<file path="src/hdl/srrt_pkg.sv">
// ----------------------------------------------------------------------------
// srrt_pkg
// Shared types and constants for the request retransmission timer: timer
// width, request and event codes, configuration register indexes and resets.
// ----------------------------------------------------------------------------
package srrt_pkg;

    // Width of the millisecond timers.
    localparam int TIME_BITS = 24;

    // Widths of the configuration registers and of the configuration port.
    localparam int FIRST_BITS    = 16;
    localparam int LIMIT_BITS    = 24;
    localparam int ATTEMPT_BITS  = 4;
    localparam int CFG_DATA_BITS = 24;
    localparam int CFG_IDX_BITS  = 2;

    // Register values after reset.
    localparam logic [FIRST_BITS-1:0]   FIRST_TIMEOUT_RESET = FIRST_BITS'(500);
    localparam logic [LIMIT_BITS-1:0]   MAX_REQUEST_RESET   = LIMIT_BITS'(39500);
    localparam logic [ATTEMPT_BITS-1:0] MAX_ATTEMPTS_RESET  = ATTEMPT_BITS'(6);

    // Largest value a timer can hold.
    localparam logic [TIME_BITS-1:0] TIME_MAX = {TIME_BITS{1'b1}};

    typedef logic [TIME_BITS-1:0]    time_t;
    typedef logic [ATTEMPT_BITS-1:0] attempt_t;

    // Kind of an incoming transaction.
    typedef enum logic [1:0] {
        REQ_START    = 2'd0,
        REQ_TICK     = 2'd1,
        REQ_RESPONSE = 2'd2,
        REQ_CANCEL   = 2'd3
    } req_type_t;

    // Event reported with each result.
    typedef enum logic [2:0] {
        EV_NONE    = 3'd0,
        EV_SEND    = 3'd1,
        EV_TIMEOUT = 3'd2,
        EV_DONE    = 3'd3,
        EV_IGNORED = 3'd4
    } event_t;

    // Configuration register indexes.
    typedef enum logic [CFG_IDX_BITS-1:0] {
        CFG_FIRST_TIMEOUT = 2'd0,
        CFG_MAX_REQUEST   = 2'd1,
        CFG_MAX_ATTEMPTS  = 2'd2
    } cfg_index_t;

endpackage

</file>
<file path="src/hdl/srrt_if.sv">
// ----------------------------------------------------------------------------
// srrt_if
// Valid/ready channels of the retransmission timer: the command channel
// that carries requests and the result channel that carries events.
// ----------------------------------------------------------------------------
interface srrt_cmd_if;
    logic                  valid;
    logic                  ready;
    srrt_pkg::req_type_t   req_type;
    logic                  response_ok;

    modport source (output valid, output req_type, output response_ok, input ready);
    modport sink   (input valid, input req_type, input response_ok, output ready);
endinterface

interface srrt_res_if;
    logic                  valid;
    logic                  ready;
    srrt_pkg::event_t      event_res;
    srrt_pkg::attempt_t    try_number;
    logic                  busy_res;

    modport source (output valid, output event_res, output try_number, output busy_res,
                    input ready);
    modport sink   (input valid, input event_res, input try_number, input busy_res,
                    output ready);
endinterface

</file>
<file path="src/hdl/stun_request_retransmit_timer_top.sv">
// ----------------------------------------------------------------------------
// stun_request_retransmit_timer_top
// Retransmission timer for one outstanding request.
//
// The cmd channel carries start, one-millisecond tick, response and cancel
// transactions. Every accepted transaction yields exactly one transaction on
// the res channel: the event (send, timeout, done, ignored or nothing), the
// try count after it and whether a request is still outstanding.
// A command is captured in an input register; it is then evaluated
// against the timer state in one pass, and the result register is loaded
// with the outcome and presents it on res. One command per cycle is
// sustained while res is ready; the state update in that single pass is
// what bounds the rate.
// When res stalls, the result register holds and the input register still
// takes one more command; cmd.ready falls only once both are full.
// Configuration writes go through cfg_we/cfg_index/cfg_wdata. The user must
// make them only while the block is idle; the block does not enforce this.
// Reset: registers 500 ms, 39500 ms and 6 tries; timer idle, all counts zero.
// ----------------------------------------------------------------------------
module stun_request_retransmit_timer_top
(
    input  logic                                 clk,
    input  logic                                 rst_n,
    srrt_cmd_if.sink                             cmd,
    srrt_res_if.source                           res,
    input  logic                                 cfg_we,
    input  logic [srrt_pkg::CFG_IDX_BITS-1:0]    cfg_index,
    input  logic [srrt_pkg::CFG_DATA_BITS-1:0]   cfg_wdata
);
    import srrt_pkg::*;

    // Configuration registers.
    logic [FIRST_BITS-1:0] first_timeout_reg;
    logic [LIMIT_BITS-1:0] max_request_reg;
    attempt_t              max_attempts_reg;

    // Timer state.
    logic     active_reg, active_next;
    logic     armed_reg, armed_next;
    attempt_t attempt_reg, attempt_next;
    time_t    timeout_reg, timeout_next;
    time_t    countdown_reg, countdown_next;
    time_t    elapsed_reg, elapsed_next;

    // Input stage.
    logic      in_valid_reg;
    req_type_t in_type_reg;
    logic      in_ok_reg;

    // Result stage.
    logic     out_valid_reg;
    event_t   event_reg, event_next;
    attempt_t try_reg;
    logic     busy_reg;

    logic advance;

    // Working values for the tick path.
    time_t                limit;
    time_t                elapsed_inc;
    attempt_t             attempt_inc;
    logic [TIME_BITS+1:0] timeout_grow;
    time_t                timeout_sat;

    // The input stage moves on when the result register is free or drained.
    assign advance   = in_valid_reg && (!out_valid_reg || res.ready);
    assign cmd.ready = !in_valid_reg || advance;

    // Configuration register writes; unused indexes are dropped.
    always_ff @(posedge clk or negedge rst_n)
    begin
        if (!rst_n)
        begin
            first_timeout_reg <= FIRST_TIMEOUT_RESET;
            max_request_reg   <= MAX_REQUEST_RESET;
            max_attempts_reg  <= MAX_ATTEMPTS_RESET;
        end
        else if (cfg_we)
        begin
            unique case (cfg_index)
                CFG_FIRST_TIMEOUT: first_timeout_reg <= cfg_wdata[FIRST_BITS-1:0];
                CFG_MAX_REQUEST:   max_request_reg   <= cfg_wdata[LIMIT_BITS-1:0];
                CFG_MAX_ATTEMPTS:  max_attempts_reg  <= cfg_wdata[ATTEMPT_BITS-1:0];
                default:           ;
            endcase
        end
    end

    // Saturated arithmetic used by the tick path.
    always_comb
    begin
        limit        = max_request_reg;
        elapsed_inc  = (elapsed_reg == TIME_MAX) ? TIME_MAX : elapsed_reg + 1'b1;
        attempt_inc  = (attempt_reg == {ATTEMPT_BITS{1'b1}}) ? attempt_reg
                                                              : attempt_reg + 1'b1;
        timeout_grow = {1'b0, timeout_reg, 1'b0}
                     + (TIME_BITS+2)'(first_timeout_reg);
        timeout_sat  = (timeout_grow > (TIME_BITS+2)'(TIME_MAX))
                     ? TIME_MAX : timeout_grow[TIME_BITS-1:0];
    end

    // Next state and event for the command in the input register.
    always_comb
    begin
        active_next    = active_reg;
        armed_next     = armed_reg;
        attempt_next   = attempt_reg;
        timeout_next   = timeout_reg;
        countdown_next = countdown_reg;
        elapsed_next   = elapsed_reg;
        event_next     = EV_NONE;

        case (in_type_reg)
            REQ_START:
            begin
                active_next    = 1'b1;
                armed_next     = 1'b1;
                attempt_next   = '0;
                timeout_next   = TIME_BITS'(first_timeout_reg);
                countdown_next = TIME_BITS'(first_timeout_reg);
                elapsed_next   = '0;
                event_next     = EV_SEND;
            end
            REQ_TICK:
            begin
                if (active_reg)
                begin
                    elapsed_next = elapsed_inc;
                    if (elapsed_inc >= limit)
                    begin
                        // The overall limit wins over the retransmit countdown.
                        active_next = 1'b0;
                        armed_next  = 1'b0;
                        event_next  = EV_TIMEOUT;
                    end
                    else if (armed_reg)
                    begin
                        if (countdown_reg > TIME_BITS'(1))
                        begin
                            countdown_next = countdown_reg - 1'b1;
                        end
                        else
                        begin
                            // Countdown expired: count the try, then resend or stop.
                            countdown_next = '0;
                            armed_next     = 1'b0;
                            attempt_next   = attempt_inc;
                            if (!(attempt_inc >= max_attempts_reg || elapsed_inc > limit))
                            begin
                                timeout_next   = timeout_sat;
                                countdown_next = timeout_sat;
                                armed_next     = 1'b1;
                                event_next     = EV_SEND;
                            end
                        end
                    end
                end
            end
            REQ_RESPONSE:
            begin
                if (active_reg && in_ok_reg)
                begin
                    active_next = 1'b0;
                    armed_next  = 1'b0;
                    event_next  = EV_DONE;
                end
                else
                begin
                    event_next = EV_IGNORED;
                end
            end
            default:
            begin
                active_next = 1'b0;
                armed_next  = 1'b0;
            end
        endcase
    end

    // Control registers: input and result valid flags and timer state.
    always_ff @(posedge clk or negedge rst_n)
    begin
        if (!rst_n)
        begin
            in_valid_reg  <= 1'b0;
            out_valid_reg <= 1'b0;
            active_reg    <= 1'b0;
            armed_reg     <= 1'b0;
            attempt_reg   <= '0;
            timeout_reg   <= '0;
            countdown_reg <= '0;
            elapsed_reg   <= '0;
        end
        else
        begin
            if (cmd.ready)
            begin
                in_valid_reg <= cmd.valid;
            end
            if (advance)
            begin
                out_valid_reg <= 1'b1;
                active_reg    <= active_next;
                armed_reg     <= armed_next;
                attempt_reg   <= attempt_next;
                timeout_reg   <= timeout_next;
                countdown_reg <= countdown_next;
                elapsed_reg   <= elapsed_next;
            end
            else if (res.ready)
            begin
                out_valid_reg <= 1'b0;
            end
        end
    end

    // Payload registers of the input and result stages.
    always_ff @(posedge clk)
    begin
        if (cmd.valid && cmd.ready)
        begin
            in_type_reg <= cmd.req_type;
            in_ok_reg   <= cmd.response_ok;
        end
        if (advance)
        begin
            event_reg <= event_next;
            try_reg   <= attempt_next;
            busy_reg  <= active_next;
        end
    end

    assign res.valid      = out_valid_reg;
    assign res.event_res  = event_reg;
    assign res.try_number = try_reg;
    assign res.busy_res   = busy_reg;

endmodule
</file>
<file path="src/flat_wrapper.sv">
// flat-port wrapper written by rule: the top's interface ports become plain ports
module stun_request_retransmit_timer_top_flat import srrt_pkg::*;
  (clk, rst_n, cfg_we, cfg_index, cfg_wdata, cmd_valid, cmd_req_type, cmd_response_ok, cmd_ready, res_valid, res_event_res, res_try_number, res_busy_res, res_ready);
  srrt_cmd_if cmd_i ();
  srrt_res_if res_i ();
  input  logic clk;
  input  logic rst_n;
  input  logic cfg_we;
  input  logic [srrt_pkg::CFG_IDX_BITS-1:0] cfg_index;
  input  logic [srrt_pkg::CFG_DATA_BITS-1:0] cfg_wdata;
  input wire logic [$bits(cmd_i.valid)-1:0] cmd_valid;
  input wire logic [$bits(cmd_i.req_type)-1:0] cmd_req_type;
  input wire logic [$bits(cmd_i.response_ok)-1:0] cmd_response_ok;
  output wire logic [$bits(cmd_i.ready)-1:0] cmd_ready;
  output wire logic [$bits(res_i.valid)-1:0] res_valid;
  output wire logic [$bits(res_i.event_res)-1:0] res_event_res;
  output wire logic [$bits(res_i.try_number)-1:0] res_try_number;
  output wire logic [$bits(res_i.busy_res)-1:0] res_busy_res;
  input wire logic [$bits(res_i.ready)-1:0] res_ready;
  assign cmd_i.valid = cmd_valid;
  assign cmd_i.req_type = cmd_req_type;
  assign cmd_i.response_ok = cmd_response_ok;
  assign cmd_ready = cmd_i.ready;
  assign res_valid = res_i.valid;
  assign res_event_res = res_i.event_res;
  assign res_try_number = res_i.try_number;
  assign res_busy_res = res_i.busy_res;
  assign res_i.ready = res_ready;
  stun_request_retransmit_timer_top u_core (.clk(clk), .rst_n(rst_n), .cmd(cmd_i), .res(res_i), .cfg_we(cfg_we), .cfg_index(cfg_index), .cfg_wdata(cfg_wdata));
endmodule
</file>
<file path="config.mk">
export PLATFORM = sky130hd
export DESIGN_NAME = stun_request_retransmit_timer_top_flat
export DESIGN_NICKNAME = d
export VERILOG_FILES = /design/src/hdl/srrt_pkg.sv /design/src/hdl/srrt_if.sv /design/src/hdl/stun_request_retransmit_timer_top.sv /design/src/flat_wrapper.sv
export SDC_FILE = /design/constraint.sdc
export NUM_CORES = 1
export LEC_CHECK = 0
export BUFFER_PORTS_ARGS = -buffer_cell sky130_fd_sc_hd__buf_2
export CAP_MARGIN = 10
export CORE_AREA = 5 5 145 147
export CTS_BUF_LIST = sky130_fd_sc_hd__clkbuf_8 sky130_fd_sc_hd__clkbuf_16
export CTS_CLUSTER_DIAMETER = 40
export CTS_CLUSTER_SIZE = 40
export DETAILED_ROUTE_END_ITERATION = 8
export DIE_AREA = 0 0 150 152
export PLACE_DENSITY_LB_ADDON = 0.25
export SLEW_MARGIN = 10
export SYNTH_ARGS = -nofsm -noshare
export SYNTH_HDL_FRONTEND = slang
export SYNTH_SLANG_ARGS = --single-unit
</file>
<file path="constraint.sdc">
create_clock -name clk -period 5.1 [get_ports clk]
set_input_delay 1.02 -clock clk [delete_from_list [all_inputs] [get_ports clk]]
set_output_delay 1.02 -clock clk [all_outputs]
set_load 0.05 [all_outputs]
</file>
==> impl_metrics.yaml, run 1 <==
logic_synthesis:
  synthFlopType: "dfrtp_1"
  synth_top_family_by_area: "simple AND/OR/NAND/NOR gates"
  synthAdderAreaFrac_pct: 7.009
  synth_seq_cells: 135
  netlist_instances: 963
  synth-simple-area-share_pct: 20.26
  synth-async-reset-ratio_pct: 91.85
  synth.avg_cell_area_sq_um: 9.009
  synth_compound_area_share_pct: 19.64
  synth_xor_xnor_area_share_pct: 3.533
  yosysWarnings: 0
  ys_seq_area_share_pct: 39.79
  synthDistinctLibCells: 77
  synth_mux_area_share_pct: 5.956
  synth_edf_count: 11
  synth.net_count: 1045
  netlist_area_sq_um: 8676
layout:
  area_delta_synth_final_pct: 12.92
  drive_above_1_share_pct: 16.90
  nets: 1081
  diodes: 0
  fill_cells: 1915
floorplanning:
  core-area_sq_um: 19780
  num_io_pins: 44
  die_y_um: 152
  fp.dieArea_sq_um: 22800
  floorplan.initialDensity_pct: 43.86
  die_w_um: 150
  rows: 52
global_route:
  grt_pass1_wl_mm: 36.05
  grt_max_degree: 61
  grt.total_usage_pct: 19.56
  grt-ovfl-total: 0
  grt_pass1_vias: 6921
  antenna_found_initial: 0
place:
  io_buffers: 43
  dp_slack_ns: 0.07083
  dp_hpwl_mm: 15.85
  gp_congestion: 0.8768
cts:
  clkTransAtPathRegs_ns: 0.06
  postCtsSetupBuffers: 0
  clockBufferDepth: 2
  cts.sinks: 135
  tritoncts: "built"
  post_cts_resized: 0
  cts-buffers-inserted: 17
  clk_latency_ns: 0.42
  holdBufCountCts: 0
  cts_root_buffer: "clkbuf_16"
  h-tree-depth: 4
timing:
  maxSlewViolCount: 0
  tightest_slew_ns: 1.093
  period_needed_ns: 4.687
  hold_viol_final: 0
  rsz0062_at_grt: "false"
  tns_ns: 0
  timing.final.crit_share_pct: 91.90
  worst_slack_ns: 0.4131
  fin_worst_skew_ns: 0.008383
  finalSetupViolCount: 0
  maxSlewHeadroom_pct: 26.96
  clock.fmax_mhz: 213.4
run:
  max_cap_violations: 0
pwr:
  p_leak_nw: 4.410
  ir_worst_vdd_v: 0.0003045
  p_per_area_nw_per_um2: 399.7
  power.total_mw: 3.916
status:
  outcome: "completed"
worst_setup_path:
  crit_path_max_fanout: 23
  crit_required_ns: 5.26
  critPathMaxStageDelay_ns: 0.56
  cp_slowest_cell: "or3_4"
  cp-start-kind: "flop"
  cp-end-kind: "flop"
  critPathArrivalTime_ns: 4.85
  cp_num_buf_inv: 0
  timing.critical_path.max_delay_family: "simple AND/OR/NAND/NOR gates"
  path_cells: "ha_1, nand3_1, nor3_2, and3_1, nand2_1, or3_4, o21ai_0, ha_1, a21oi_1, a21boi_0, o311ai_1, and3_2, and4_1, a21oi_1, a211o_1"
  path_class: "reg2reg"
drt:
  ant_nets: 0
  drt_first_iter_violations: 456
  vias: 7304
  routed_wl_mm: 21.89
  routedWlPerCell_um: 17.08
  drc: 0
  drt_first_pass_iters: 5
  via_per_inst: 5.697
min_path:
  hold_class: "reg2reg"
-- cells by family (layout without fill, tap and decap cells) --
kind of cell | Yosys count | in the layout
multiplexers | 46 | 46
adder cells (fa/ha/maj) | 48 | 48
flip-flops | 135 | 135
AO/OA/AOI/OAI | 269 | 269
buffers and inverters | 85 | 134
AND/OR/NAND/NOR | 345 | 345
XOR/XNOR | 35 | 35
-- placed cells by master, fill, tap and decap left out, types with 17 or more instances in the layout --
| cell type | n |
|---|---|
| mux2_2 | 45 |
| nand2_1 | 96 |
| nor2_1 | 78 |
| nor3_1 | 25 |
| buf_2 | 42 |
| ha_1 | 47 |
| dfrtp_1 | 109 |
| a21o_1 | 22 |
| clkbuf_16 | 17 |
| nand4_1 | 17 |
| nand3_1 | 32 |
| inv_1 | 48 |
| buf_4 | 20 |
| a21oi_1 | 80 |
| o21ai_0 | 58 |
| xnor2_1 | 24 |
-- cell usage after synthesis, types with 3 or more instances --
cell / instances / area share, %
dfrtp_1: 109 / 31
nand2_1: 96 / 4.2
a21oi_1: 81 / 4.7
nor2_1: 80 / 3.5
o21ai_0: 58 / 3.3
ha_1: 47 / 6.8
mux2_2: 45 / 5.8
inv_1: 40 / 1.7
clkbuf_1: 35 / 1.5
nand3_1: 32 / 1.8
nor3_1: 25 / 1.4
xnor2_1: 24 / 2.4
a21o_1: 22 / 1.9
nand4_1: 17 / 1.2
and3_1: 16 / 1.2
a31oi_1: 15 / 1.1
dfstp_2: 15 / 4.5
or3_1: 13 / 0.94
nand2b_1: 12 / 0.87
edfxtp_1: 11 / 3.8
xor2_1: 11 / 1.1
o211ai_1: 10 / 0.87
buf_2: 9 / 0.52
o21ai_1: 9 / 0.52
o22a_1: 9 / 0.91
o31ai_1: 9 / 0.78
nor4_1: 7 / 0.50
or4_1: 7 / 0.61
and2_1: 6 / 0.43
a211o_1: 5 / 0.50
a211oi_1: 5 / 0.43
and4_1: 5 / 0.50
o22ai_1: 5 / 0.36
a2bb2oi_1: 4 / 0.40
and2_0: 4 / 0.29
nor2b_1: 4 / 0.29
o311ai_0: 4 / 0.40
a22oi_1: 3 / 0.26
nand3b_1: 3 / 0.26
o21a_1: 3 / 0.26
o21bai_1: 3 / 0.26
o221ai_1: 3 / 0.30
-- area by class of cell --
cell class | instances | area (sq um) | share of cell area [%]
multi-input cells | 743 | 4930 | 50.32
flip-flops and latches | 135 | 3452 | 35.24
clock buffers | 20 | 466.7 | 4.764
repair buffers | 62 | 360.3 | 3.678
well taps | 270 | 337.8 | 3.448
inverters | 40 | 150.1 | 1.533
clock inverters | 12 | 100.1 | 1.022
-- worst reg2reg max path: cells and delay by family (launching register included) --
| kind | cells | cell delay [ns] |
|---|---|---|
| compound gates | 6 | 1.18 |
| simple gates | 7 | 2.26 |
| flops | 1 | 0.41 |
| fa+ha+maj | 2 | 0.58 |
-- final timing paths --
kind,startpoint,depth (start not counted),slack (ns),to
setup / recovery,u_core.elapsed_reg[0],15,0.41,u_core.res.try_number[1]
hold / removal,u_core.timeout_reg[11],1,0.48,u_core.timeout_reg[11]
setup reg to reg,u_core.elapsed_reg[0],15,0.41,u_core.res.try_number[1]
hold reg to reg,u_core.timeout_reg[11],1,0.48,u_core.timeout_reg[11]
max in group asynchronous,rst_n,2,3.44,u_core.max_attempts_reg[2]
min in group asynchronous,rst_n,1,0.68,u_core.limit[20]
-- metrics by stage --
| stage | util [%] | hold slack [ns] | cells | cell area, sq um |
|---|---|---|---|---|
| global route | 49.53 | 0.4937 | 1282 | 9797 |
| floorplan | - | 0.4525 | 963 | 8676 |
| global placement | 46.54 | 0.4683 | 1250 | 9205 |
| detailed placement | 46.54 | 0.4745 | 1250 | 9205 |
| CTS | 49.41 | 0.4878 | 1282 | 9772 |
| finish | 49.53 | 0.4844 | 1282 | 9797 |
-- report_power, final --
group / switching (mW) / internal (mW) / total [mW]
Combinational: 0.719 / 0.532 / 1.25
Sequential: 0.183 / 1.29 / 1.47
Clock: 0.449 / 0.742 / 1.19
-- routing by layer --
metal  share of wire (%)  track usage, %  up-vias  wire length [um]
met5                   0               0        -                 0
met4                 1.4           5.664        0               303
met3                 3.5           2.949       20               768
met2                  46           29.72      146             10100
met1                  49           28.94     3535             10720
li1                    -               -     3603                 -
(Power assumes the default switching activity.)
==> run 2, diff against run 1 <==
--- a/config.mk
+++ b/config.mk
@@ -14,6 +14,7 @@
 export DETAILED_ROUTE_END_ITERATION = 8
 export DIE_AREA = 0 0 150 152
 export PLACE_DENSITY_LB_ADDON = 0.25
+export RECOVER_POWER = 100
 export SLEW_MARGIN = 10
 export SYNTH_ARGS = -nofsm -noshare
 export SYNTH_HDL_FRONTEND = slang
==> run 2 against run 1 <==
Against the previous run:
- the run now ends with max-capacitance violations, max-slew violations left
- wire length is 0.16% higher
- global-route usage did not move
- critical path depth did not move
- first-iteration DRC count increased by 6.8%
- die area is the same
- total power is essentially flat
- sequential share of layout area up 0.20 points
- clock skew about the same
- non-clock buffer count unchanged
- count of clock-buffer cells in the layout unchanged
- largest cell class unchanged
- highest routed layer unchanged
==> impl_metrics.yaml, run 2 (synthesis results as in run 1) <==
cts:
  post_cts_resized: 0
  holdBufCountCts: 0
  clk_latency_ns: 0.42
  tritoncts: "built"
  cts_root_buffer: "clkbuf_16"
  clockBufferDepth: 2
  cts.sinks: 135
  clkTransAtPathRegs_ns: 0.06
  postCtsSetupBuffers: 0
  cts-buffers-inserted: 17
  h-tree-depth: 4
worst_setup_path:
  crit_path_max_fanout: 23
  cp-end-kind: "flop"
  critPathArrivalTime_ns: 4.82
  path_class: "reg2reg"
  cp-start-kind: "flop"
  crit_required_ns: 5.26
pwr:
  seqPwrFrac_pct: 37.6
  power.switching_mw: 1.352
  p_per_area_nw_per_um2: 401.7
  combPwrFrac_pct: 31.9
  switching_share_pct: 34.55
  ir_worst_vdd_v: 0.0003048
  power.internal_mw: 2.561
  pwr-share-clk_pct: 30.5
  p_leak_nw: 4.350
floorplanning:
  die_w_um: 150
  num_io_pins: 44
  rows: 52
  fp.dieArea_sq_um: 22800
  core-area_sq_um: 19780
  floorplan.initialDensity_pct: 43.86
  die_y_um: 152
status:
  outcome: "finished with violations"
  violations: "max-capacitance violations, max-slew violations"
place:
  dp.cells: 1250
  dp_hpwl_mm: 15.85
  io_buffers: 43
  gp_congestion: 0.8768
  placed_area_sq_um: 9205
timing:
  tns_ns: 0
  tightest_slew_ns: 3.247
  clock.fmax_mhz: 214.7
  hold_viol_final: 0
  timing.final.crit_share_pct: 91.34
  maxSlewHeadroom_pct: -116.5
  period_needed_ns: 4.658
  finalSetupViolCount: 0
  fin_worst_skew_ns: 0.008837
  rsz0062_at_grt: "false"
  maxSlewViolCount: 61
layout:
  area_delta_synth_final_pct: 12.27
  final_common_cell: "dfrtp_1"
  fill_cells: 1932
  drive_above_1_share_pct: 14.82
  fin_area_sq_um: 9741
  layout_common_cells: "dfrtp_1 (109), nand2_1 (96), a21oi_1 (80), nor2_1 (78), o21ai_0 (65)"
  diodes: 0
  fin_cells: 1282
  nets: 1081
drt:
  drt_first_iter_violations: 487
  ant_nets: 0
  drt_first_pass_iters: 5
  routed_wl_mm: 21.93
  vias: 7323
  via_per_inst: 5.712
  drc: 0
  routedWlPerCell_um: 17.11
global_route:
  grt_pass1_wl_mm: 36.05
  antenna_found_initial: 0
  grt_pass1_vias: 6921
  grt-ovfl-total: 0
  grt_max_degree: 61
  grt.total_usage_pct: 19.56
run:
  max_cap_violations: 1
min_path:
  hold_class: "reg2reg"
-- run 2: final timing paths --
kind / from / to / slack, ns / depth (start not counted)
max: u_core.elapsed_reg[0] / u_core.res.try_number[1] / 0.44 / 15
min: u_core.timeout_reg[8] / u_core.timeout_reg[8] / 0.49 / 2
max reg2reg: u_core.elapsed_reg[0] / u_core.res.try_number[1] / 0.44 / 15
min reg2reg: u_core.timeout_reg[8] / u_core.timeout_reg[8] / 0.49 / 2
max in group asynchronous: rst_n / u_core.max_attempts_reg[3] / 1.22 / 2
min in group asynchronous: rst_n / u_core.limit[20] / 1.69 / 1
-- run 2: through the flow --
step | hold slack [ns] | total power [mW] | utilization [%] | setup WS (ns)
global placement | 0.4683 | 2.714 | 46.54 | 0.2194
finish | 0.4860 | 3.912 | 49.25 | 0.4416
detailed placement | 0.4745 | 2.729 | 46.54 | 0.07083
floorplan | 0.4525 | 2.406 | - | 0.7545
global route | 0.4937 | 4.165 | 49.25 | 0.01510
CTS | 0.4878 | 3.937 | 49.41 | 0.02674
-- run 2: power groups by stage --
stage	Sequential, mW	Clock, mW	Combinational, mW
after floorplan	1.44	0	0.963
after global placement	1.48	0	1.24
after detailed placement	1.48	0	1.24
after CTS	1.47	1.22	1.25
after global routing	1.50	1.27	1.40
final	1.47	1.19	1.25
-- run 2: per-layer routing --
metal  vias to the layer above  part of all wire, %  GRT usage, %  routed length, um
li1                       3598                    -             -                  -
met4                         0                  1.4         5.664                299
met2                       137                   46         29.72              10180
met3                        20                  3.3         2.949                721
met5                         -                    0             0                  0
met1                      3568                   49         28.94              10730
-- run 2: area by class of cell --
class	count	area, sq um	area share (%)
flip-flops and latches	135	3452	35.44
multi-input cells	743	4925	50.56
repair buffers	62	309.0	3.173
clock buffers	20	466.7	4.791
clock inverters	12	100.1	1.028
inverters	40	150.1	1.541
well taps	270	337.8	3.468
-- run 2: worst max-delay path, stage by stage (launching register included) --
cell and delay [ns]:
dfrtp_1 0.41, ha_1 0.28, nand3_1 0.19, nor3_2 0.28, and3_1 0.28, nand2_1 0.19
or3_4 0.56, o21ai_0 0.14, ha_1 0.29, a21oi_1 0.14, a21boi_0 0.13, o311ai_1 0.38
and3_2 0.41, and4_1 0.33, a21oi_1 0.11, a211o_1 0.27
